### src/rtl/pfa_pkg.sv
// shared types and constants of the page frame allocator
// used by pfa_cell and page_frame_allocator; depends on nothing else
package pfa_pkg;

  localparam int unsigned FRAME_COUNT_DEF     = 32;
  localparam int unsigned FRAME_SIZE_LOG2_DEF = 22;

  // directory geometry and entry layout
  localparam int unsigned DIR_ENTRIES = 1024;
  localparam int unsigned DIR_IDX_W   = 10;
  localparam int unsigned ENTRY_W     = 13;
  localparam int unsigned FRM_W       = 10;
  localparam int unsigned RUN_W       = 11;

  localparam logic [DIR_IDX_W-1:0] KERNEL_ENTRY = 10'h300;
  localparam logic [ENTRY_W-1:0]   KERNEL_VALUE = 13'h0003;
  localparam logic [2:0]           E_FLAGS_USER = 3'b111;

  // request codes
  localparam logic [1:0] REQ_CHECK = 2'd0;
  localparam logic [1:0] REQ_ALLOC = 2'd1;
  localparam logic [1:0] REQ_FREE  = 2'd2;

  // token that walks the cell row, one cell a cycle
  typedef struct packed {
    logic             valid;
    logic [RUN_W-1:0] run;
    logic             hit;
    logic             found;
    logic [FRM_W-1:0] free_frame;
    logic             tgt_used;
  } token_t;

  // bitmap update broadcast to all cells
  typedef struct packed {
    logic             set_en;
    logic [FRM_W-1:0] set_frame;
    logic             clr_en;
    logic [FRM_W-1:0] clr_frame;
  } bm_wr_t;

endpackage

### src/rtl/pfa_cell.sv
// one frame of the bitmap: holds its used bit and passes the search token on
// depends on pfa_pkg
module pfa_cell import pfa_pkg::*; #(
  parameter int unsigned IDX = 0
) (
  input  logic             clk_i,
  input  logic             rst_ni,
  input  token_t           tok_i,
  input  logic [RUN_W-1:0] need_i,
  input  logic [FRM_W-1:0] tgt_i,
  input  bm_wr_t           wr_i,
  output token_t           tok_o
);

  localparam logic [FRM_W-1:0] MY_IDX = FRM_W'(IDX);

  logic   used_q;
  token_t tok_d, tok_q;
  logic [RUN_W-1:0] run_nx;

  always_comb begin
    run_nx = used_q ? '0 : tok_i.run + RUN_W'(1);
    tok_d = tok_i;
    tok_d.run = run_nx;
    tok_d.hit = tok_i.hit | (!used_q && (run_nx == need_i));
    if (!tok_i.found && !used_q) begin
      tok_d.found      = 1'b1;
      tok_d.free_frame = MY_IDX;
    end
    tok_d.tgt_used = tok_i.tgt_used | (used_q && (tgt_i == MY_IDX));
  end

  always_ff @(posedge clk_i or negedge rst_ni) begin
    if (!rst_ni) begin
      used_q <= (IDX == 0);
      tok_q  <= '0;
    end else begin
      tok_q <= tok_d;
      if (wr_i.set_en && wr_i.set_frame == MY_IDX) begin
        used_q <= 1'b1;
      end else if (wr_i.clr_en && wr_i.clr_frame == MY_IDX) begin
        used_q <= 1'b0;
      end
    end
  end

  assign tok_o = tok_q;

endmodule

### config.mk
export PLATFORM = sky130hd
export DESIGN_NAME = pfa_cell
export DESIGN_NICKNAME = d
export VERILOG_FILES = /design/src/rtl/pfa_pkg.sv /design/src/rtl/pfa_cell.sv
export SDC_FILE = /design/constraint.sdc
export NUM_CORES = 1
export LEC_CHECK = 0
export BUFFER_PORTS_ARGS = -buffer_cell sky130_fd_sc_hd__buf_2
export CAP_MARGIN = 5
export CORE_MARGIN = 1.5
export CORE_UTILIZATION = 41
export CTS_CLUSTER_SIZE = 28
export DETAILED_ROUTE_END_ITERATION = 10
export PLACE_DENSITY_LB_ADDON = 0.2
export SLEW_MARGIN = 20
export SYNTH_ARGS = -nofsm -noshare
export SYNTH_HDL_FRONTEND = slang
export SYNTH_SLANG_ARGS = --single-unit
### constraint.sdc
create_clock -name clk_i -period 4.49 [get_ports clk_i]
set_clock_uncertainty 0.15 [all_clocks]
set_input_delay 0.449 -clock clk_i [delete_from_list [all_inputs] [get_ports clk_i]]
set_output_delay 0.449 -clock clk_i [all_outputs]
set_load 0.02 [all_outputs]
==> impl_results.md, run 1 <==
- Status: finished, final reports clean
- Number of global-route vias before repair: 1056
- CP max FO: 17
- Die width: 56.8 microns
- Final cell count without fillers: 234
- Gate power share: 20.5%
- First-pass detailed-route iteration total: 4
- Number of remaining DRC errors: 0
- Sequential share of power: 49.0%
- TritonCTS clock tree: yes
- Cell with the most instances after synthesis: dfrtp_1
- Max Cap Violations: 0
- Slew of the pin with the lowest slew margin: 587 ps
- Main synth FF type: dfrtp_1
- Leakage: 0.877 nW
- Placer Congestion: 0.802
- Root buf cell: clkbuf_4
- WP data required: 4570 ps
- Overflow after GRT: 0
- Count of final setup violators: 0
- Net Sw Power: 126 uW
- Synth top area share: 52.7%
- WL/cell: 11.8 microns
- Maximum VDD drop: 0.000264 V
- Max Clock Freq: 467 MHz
- Vias per std cell: 4.82
- Yosys reg bits: 26
- Via count: 1127
- DR iter-0 viols: 34
- Power per cell area: 292 nW/um^2
- Crit path DAT: 2220 ps
- Initial antenna violation count: 0
- Asr flop ratio synth: 100%
- Number of cells after detailed placement: 229
- RSZ-0062 raised after global routing: no
- # IOs: 95
- Postcts setup bufs: 0
- Core ar.: 2760 sq um
- Syn nets: 177
- Post-route setup slack: 2350 ps
- Effective utilization at floorplan: 43.1%
- Slew HR: 60.7%
- Num CTS Buffers: 3
- Max-slew violation count: 0
- Rows: 19
- Number of H-tree levels: 1
- Mapped Avg Cell Area: 11.2 sq um
- CTS Sinks: 26
- Overall power: 512 uW
- Ranking of synthesized cells by area: dfrtp_1, nor2b_1, xnor2_1
- Total GRT Usage: 17.2%
- Startpoint types: flip-flop
- Largest net degree at the start of global routing: 27
- Die height: 56.8 microns
- Final Hold Viols: 0
- Sw Ratio: 24.6%
- Design area: 1750 sq um
- Multi-input gate area: 523 sq um
- Synthesis warning total: 0
- Clock power share: 30.4%
- Int Power: 386 uW
- Register area share after synthesis: 54.9%
- Post-Synthesis Cell Area: 1190 sq um
- Pre-CTS setup slack: 2110 ps
- Die area: 3230 sq um
- Worst setup path class: reg2reg
- Final min period: 2140 ps
- Synth cell count leaders: dfrtp_1, nor2b_1, xnor2_1
- Placed Area: 1690 sq um
- Area leader, netlist: dfrtp_1
- Final wirelength: 2.77 mm
- Synth cell types: 28
- CP Capture Type: flip-flop
- Area occupied by registers: 652 sq um
- WHS: 89.9 ps
- Mapped Cells: 106
- Fin util: 63.5%
- Clock slew at reported path FFs: 140 ps
- Nets: 275
- Clk Latency, worst-skew pair: 310 ps
- Final Cycle Share: 47.7%
- Global-route wire length before repair: 4.35 mm
- Longest Clk Path Bufs: 2
- HPWL reported at the end of detailed placement: 2.29 mm
- Share of cells above drive strength 1: 52.2%
- Hold Path Class: in2reg
- Antenna diode count: 0
- Post-route ant nets: 0
- PortBufs: 94
- Post-synth EDFFs: 0
- Setup TNS Final: 0 ps
- Fillers: 258
- Area grow syn2layout: 47.4%
- # resized after CTS: 0
-- cells in the final DEF (no fill, tap or decap), drive strengths merged, types with 4 or more instances in the layout --
cell type / n
a21oi: 4
buf: 94
dfrtp: 25
nand2: 6
nand3: 5
nor2: 7
nor2b: 12
nor4: 4
o21ai: 4
or3: 5
xnor2: 8
xor2: 7
-- critical path, stage by stage, from the launching register on --
cell	delay [ps]
dfstp_2	770
nor2_1	90
mux2_4	280
xor2_1	160
nor4_2	280
nand4_1	140
o41ai_2	200
-- area by class of cell --
class / count / share of cell area (%)
multi-input cells: 77 / 29.9
flip-flops and latches: 26 / 37.2
clock buffers: 3 / 1.29
well taps: 31 / 2.22
repair buffers: 95 / 27.4
clock inverters: 1 / 1.72
inverters: 1 / 0.214
-- repair_timing --
item / 4_1_cts / 5_1_grt
hold buffers: 1 / 0
hold endpoints to repair: 25 / 0
endpoints found under the setup margin: 0 / 0
-- power groups by stage --
stage / registers (mW) / clock network [mW] / logic (mW)
detailed placement: 0.255 / 0 / 0.106
global route: 0.252 / 0.168 / 0.115
floorplan: 0.272 / 0 / 0.0327
global placement: 0.255 / 0 / 0.103
finish: 0.251 / 0.156 / 0.105
CTS: 0.251 / 0.161 / 0.107
-- sequential cells by signal, indices dropped and copies added (netlist names) --
name,cells
tok_o,25
used_q,1
-- cell families (layout without fill, tap and decap cells) --
group / after synthesis / count (layout) / synth area share [%]
AND/OR/NAND/NOR: 48 / 48 / 23.4
flip-flops: 26 / 26 / 54.9
XOR/XNOR: 15 / 15 / 11.1
AO/OA/AOI/OAI: 12 / 12 / 7.27
buffers and inverters: 3 / 100 / 1.05
adder cells (fa/ha/maj): 1 / 1 / 1.05
multiplexers: 1 / 1 / 1.26
-- routing by layer --
| layer | track usage [%] | vias to the layer above | routed length, microns |
|---|---|---|---|
| li1 | - | 563 | - |
| met1 | 20.6 | 511 | 1170 |
| met2 | 30.7 | 51 | 1370 |
| met3 | 2.76 | 2 | 205 |
| met4 | 6.31 | 0 | 22 |
| met5 | 0 | - | 0 |
-- worst paths after layout --
kind,slack (ps),cells after the start,endpoint,from
min reg2reg,490,1,tok_o[11],used_q
min in group asynchronous,490,2,tok_o[1],rst_ni
max,2350,6,tok_o[12],used_q
max in group asynchronous,3330,2,tok_o[14],rst_ni
max reg2reg,2350,6,tok_o[12],used_q
min,90,1,tok_o[24],tok_i[24]
Power figures use the tool's default switching activity.
==> inputs of run 2 (changes only) <==
- CORE_UTILIZATION: 41 -> 35
- clock period: 4.49 -> 1.8 ns (I/O delays scaled with it)
==> run 2 against run 1 <==
The run now ends with negative setup slack left; hold slack worse by 56 ps; non-clock buffer count is 29 higher; total power is 140% higher; cell count is 18% higher; flip-flop and latch count stayed put; via count is 10% higher; clock power is 77% higher; clock-buffer cell count is 1 higher; combinational power grew to 3.0 times the previous value; critical endpoint unchanged.
==> impl_results.md, run 2 (synthesis results as in run 1) <==
- Nets: 304 (+11%)
- Sequential share of power: 51.5% (+2.5 points)
- Placer Congestion: 0.747 (-6.9%)
- Postcts setup bufs: 0 (unchanged)
- Final wirelength: 3.05 mm (+10%)
- Initial antenna violation count: 0 (unchanged)
- Slowest stage cell, crit path: dfstp_2
- Slew of the pin with the lowest slew margin: 548 ps (-39.0 ps)
- Post-route ant nets: 0 (unchanged)
- CP max FO: 4 (-13)
- Most frequent cells in the layout: buf_2, dfrtp_1, dlygate4sd3_1, nor2b_1, buf_4
- Vias per std cell: 4.51 (-6.4%)
- Sw Ratio: 25.6% (+1.0 points)
- Hold Path Class: in2reg
- RSZ-0062 raised after global routing: yes
- Max Cap Violations: 0 (unchanged)
- Die height: 61.2 microns (+7.8%)
- Effective utilization at floorplan: 38.0% (-5.1 points)
- Global-route wire length before repair: 4.52 mm (+3.8%)
- Int Power: 900 uW (+130%)
- Die area: 3750 sq um (+16%)
- Status: finished with violations
- Area grow syn2layout: 69.9%
- WP data required: 1860 ps (-2710 ps)
- Crit path DAT: 1930 ps (-290 ps)
- Total GRT Usage: 16.3% (-0.86 points)
- Number of H-tree levels: 1 (unchanged)
- Power per cell area: 600 nW/um^2 (+110%)
- Final cell count without fillers: 276 (+18%)
- Crit path largest cell delay: 590 ps (-180 ps)
- Clock power share: 22.8% (-7.6 points)
- Max FFs per register: 25 (unchanged)
- Worst setup path class: reg2reg
- Final Hold Viols: 0 (unchanged)
- Gate power share: 25.7% (+5.2 points)
- Clock slew at reported path FFs: 130 ps (about the same)
- DR iter-0 viols: 28 (-18%)
- Ordered cell list for the critical path: nor2_1 -> mux2_4 -> xor2_1 -> nor4_2 -> nand4_1 -> o41ai_2
- Share of cells above drive strength 1: 50.4% (-1.8 points)
- Net Sw Power: 310 uW (+150%)
- Via count: 1244 (+10%)
- Number of remaining DRC errors: 0 (unchanged)
- First-pass detailed-route iteration total: 4 (unchanged)
- Core ar.: 3130 sq um (+13%)
- Leakage: 1.00 nW (+14%)
- PortBufs: 94 (unchanged)
- Slew HR: 63.5% (+2.7 points)
- CTS Sinks: 26 (unchanged)
- Max Clock Freq: 536 MHz (+15%)
- Longest Clk Path Bufs: 2 (unchanged)
- Violated checks: negative setup slack
- # IOs: 95 (unchanged)
- Setup TNS Final: -64.4 ps (-64.4 ps)
- Max-slew violation count: 0 (unchanged)
- Die width: 61.2 microns (+7.8%)
- Overall power: 1.21 mW (+140%)
- Overflow after GRT: 0 (unchanged)
- Fin util: 64.5% (+1.0 points)
- Maximum VDD drop: 0.000204 V (-23%)
- Rows: 20 (+1)
- Final min period: 1860 ps (-277 ps)
- HPWL reported at the end of detailed placement: 2.40 mm (+4.9%)
- Startpoint types: flip-flop
- Count of final setup violators: 1 (+1)
- Number of cells after detailed placement: 253 (+10%)
- CP Capture Type: flip-flop
- Root buf cell: clkbuf_4
- Antenna diode count: 0 (unchanged)
- Commonest non-fill, non-tap cell in the layout: buf_2
- TritonCTS clock tree: yes
- Num CTS Buffers: 3 (unchanged)
- Largest net degree at the start of global routing: 27 (unchanged)
- Final Cycle Share: 104% (+56 points)
- WHS: 33.8 ps (-56.1 ps)
- Clk Latency, worst-skew pair: 300 ps (about the same)
- Number of global-route vias before repair: 1150 (+8.9%)
- WL/cell: 11.1 microns (-6.6%)
- Post-route setup slack: -64.4 ps (-2410 ps)
-- run 2: cell types whose count changed in the layout (fill, tap and decap cells not counted) --
cell,before,now
or3_2,1,0
clkbuf_8,0,1
bufinv_16,1,0
dlygate4sd3_1,1,19
or3_4,0,1
buf_4,0,11
-- run 2: critical path, delay by kind of cell, from the launching register on --
kind	cells	cell delay, ps
flip-flops	1	590
AND/OR/NAND/NOR	3	400
multiplexers	1	280
AO/OA/AOI/OAI	1	210
XOR/XNOR	1	150
-- run 2: stage by stage --
step	instance area (sq um)	setup slack, ps
floorplan	1190	-59.4
global placement	1790	-224
detailed placement	1790	-255
CTS	2010	-109
global route	2020	-136
finish	2020	-64.4
-- run 2: final cells by class --
| type | instances | area [sq um] |
|---|---|---|
| timing repair buffer | 124 | 743 |
| fill | 266 | 1110 |
| sequential | 26 | 652 |
| tap | 44 | 55.1 |
| inverter | 1 | 3.75 |
| multi-input combinational | 77 | 527 |
| clock buffer | 4 | 36.3 |
-- run 2: what timing repair did --
| item | 4_1_cts | 5_1_grt |
|---|---|---|
| hold endpoints to repair | 41 | 1 |
| resized for setup | 1 | 0 |
| pin swaps | 2 | 1 |
| setup endpoints to repair | 1 | 1 |
| hold buffers | 18 | 1 |
-- run 2: path summary, 6_finish.rpt --
| path | cells past startpoint | slack, ps | from | to |
|---|---|---|---|---|
| min reg2reg | 2 | 540 | used_q | tok_o[11] |
| max | 6 | -60 | used_q | tok_o[12] |
| min in group asynchronous | 2 | 240 | rst_ni | tok_o[10] |
| min | 3 | 30 | tok_i[22] | tok_o[22] |
| max reg2reg | 6 | -60 | used_q | tok_o[12] |
| max in group asynchronous | 2 | 900 | rst_ni | used_q |
-- run 2: per-layer routing --
layer	GRT usage (%)	vias up	routed length, microns
met5	0	-	0
met4	5.90	0	27
met3	3.57	2	288
met2	31.9	68	1600
met1	16.7	553	1130
li1	-	621	-
-- run 2: power by group through the flow --
stage / registers [mW] / logic [mW] / clock network [mW]
2_1_floorplan: 0.678 / 0.0823 / 0
3_3_place_gp: 0.634 / 0.274 / 0
3_5_place_dp: 0.635 / 0.280 / 0
4_1_cts: 0.623 / 0.312 / 0.291
5_1_grt: 0.628 / 0.341 / 0.316
6_report: 0.623 / 0.311 / 0.276
==> inputs of run 3 (changes only) <==
- CAP_MARGIN: 5 -> 15
- CORE_UTILIZATION: 35 -> 38
- clock period: 1.8 -> 2.1 ns (I/O delays scaled with it)
==> run 3 against run 2 <==
The flow now finishes without violations; clock-buffer cell count stayed put; setup slack better by 240 ps; via count is 3.5% lower; maximum frequency is 3.0% lower; sequential power is 14% lower; flip-flop and latch count stayed put; total power is 15% lower; clock power is 14% lower; non-clock buffer count is 10 lower; utilization is 0.56 points lower; combinational power is 19% lower; routed wire length is 0.82% higher; critical endpoint unchanged; largest cell class unchanged; largest power group unchanged.
==> impl_results.md, run 3 (synthesis results as in run 1) <==
- Final Cycle Share: 91.6% (-12 points)
- Area grow syn2layout: 61.6%
- Net Sw Power: 267 uW (-14%)
- Antenna diode count: 0 (unchanged)
- Int Power: 759 uW (-16%)
- Status: finished, final reports clean
- Die width: 58.9 microns (-3.8%)
- Share of cells above drive strength 1: 49.1% (-1.3 points)
- Power per cell area: 535 nW/um^2 (-11%)
- Die height: 58.9 microns (-3.8%)
- First-pass detailed-route iteration total: 4 (unchanged)
- Sw Ratio: 26.0% (+0.39 points)
- Max-slew violation count: 0 (unchanged)
- # IOs: 95 (unchanged)
- Number of H-tree levels: 1 (unchanged)
- Initial antenna violation count: 0 (unchanged)
- Worst setup path class: reg2reg
- Hold Path Class: in2reg
- Number of global-route vias before repair: 1186 (+3.1%)
- Nets: 294 (-3.3%)
- Max Clock Freq: 520 MHz (-3.0%)
- DR iter-0 viols: 13 (-54%)
- Crit path DAT: 1990 ps (+60 ps)
- Via count: 1201 (-3.5%)
- Effective utilization at floorplan: 39.5% (+1.6 points)
- Rows: 20 (unchanged)
- Final min period: 1920 ps (+58.2 ps)
- Global-route wire length before repair: 4.77 mm (+5.6%)
- Final wirelength: 3.08 mm (+0.82%)
- Most frequent cells in the layout: buf_2, dfrtp_1, dlygate4sd3_1, nor2b_1, xnor2_1
- Vias per std cell: 4.71 (+4.5%)
- Num CTS Buffers: 3 (unchanged)
- Pre-CTS setup slack: 34.9 ps (+290 ps)
- Leakage: 0.955 nW (-4.8%)
- Placer Congestion: 0.814 (+9.0%)
- Clock power share: 23.2% (+0.4 points)
- Maximum VDD drop: 0.000196 V (-4.1%)
- PortBufs: 94 (unchanged)
- Slew of the pin with the lowest slew margin: 615 ps (+67.6 ps)
- RSZ-0062 raised after global routing: no
- Longest Clk Path Bufs: 2 (unchanged)
- Max Cap Violations: 0 (unchanged)
- Number of remaining DRC errors: 0 (unchanged)
- CTS Sinks: 26 (unchanged)
- CP max FO: 7 (+3)
- Post-route ant nets: 0 (unchanged)
- Die area: 3470 sq um (-7.5%)
- Sequential share of power: 52.2% (+0.7 points)
- WHS: 42.5 ps (+8.70 ps)
- Clk Latency, worst-skew pair: 300 ps (about the same)
- Max FFs per register: 25 (unchanged)
- Final Hold Viols: 0 (unchanged)
- Total GRT Usage: 18.4% (+2.1 points)
- Slew HR: 58.8% (-4.7 points)
- Startpoint types: flip-flop
- Gate power share: 24.6% (-1.1 points)
- Setup TNS Final: 0 ps (+64.4 ps)
- Postcts setup bufs: 0 (unchanged)
- Overflow after GRT: 0 (unchanged)
- Core ar.: 3000 sq um (-4.0%)
- WP data required: 2170 ps (+310 ps)
- HPWL reported at the end of detailed placement: 2.38 mm (-0.55%)
- CP Capture Type: flip-flop
- Post-route setup slack: 177 ps (+242 ps)
- Largest net degree at the start of global routing: 27 (unchanged)
- TritonCTS clock tree: yes
- Clock slew at reported path FFs: 130 ps (about the same)
- Root buf cell: clkbuf_4
- WL/cell: 12.1 microns (+9.1%)
- Commonest non-fill, non-tap cell in the layout: buf_2
- Count of final setup violators: 0 (-1)
- Overall power: 1.03 mW (-15%)
-- run 3: metal layers --
layer | routed length, microns | share of wire (%) | vias up | track usage (%)
li1 | - | - | 602 | -
met1 | 1140 | 37 | 551 | 19.1
met3 | 161 | 5.2 | 2 | 1.98
met5 | 0 | 0 | - | 0
met4 | 27 | 0.88 | 0 | 8.12
met2 | 1750 | 57 | 46 | 36.2
-- run 3: power by group through the flow --
stage | Combinational, mW | Sequential, mW | Clock (mW)
floorplan | 0.0699 | 0.581 | 0
global placement | 0.226 | 0.544 | 0
detailed placement | 0.231 | 0.545 | 0
CTS | 0.256 | 0.535 | 0.255
global route | 0.280 | 0.538 | 0.267
finish | 0.253 | 0.535 | 0.238
-- run 3: what timing repair did --
action	CTS	global route
hold buffers	17	0
gates resized for setup	0	0
hold endpoints to repair	40	0
-- run 3: final cells by class --
cell class              count  area, sq um
well taps                  33         41.3
fillers                   260         1080
repair buffers            114          663
clock buffers               4         36.3
flip-flops and latches     26          652
inverters                   1         3.75
multi-input cells          77          523
-- run 3: path summary, 6_finish.rpt --
path / startpoint / to / slack (ps) / depth (start not counted)
worst max-delay path: used_q / tok_o[12] / 180 / 6
worst min-delay path: tok_i[13] / tok_o[13] / 40 / 3
worst max register to register: used_q / tok_o[12] / 180 / 6
worst min register to register: used_q / tok_o[13] / 400 / 1
max in group asynchronous: rst_ni / used_q / 1180 / 2
min in group asynchronous: rst_ni / tok_o[8] / 250 / 2
-- run 3: metrics by stage --
step,util (%),std cells,area (sq um)
2_1_floorplan,-,106,1190
3_3_place_gp,57.0,234,1710
3_5_place_dp,57.0,234,1710
4_1_cts,63.9,255,1920
5_1_grt,63.9,255,1920
6_report,63.9,255,1920
-- run 3: critical path, cell delays in order, from the launching register on --
cell and delay [ps]:
dfstp_2 610, nor2_1 60, mux2_4 270, xor2_1 150, nor4_2 260, nand4_1 130, o41ai_2 190
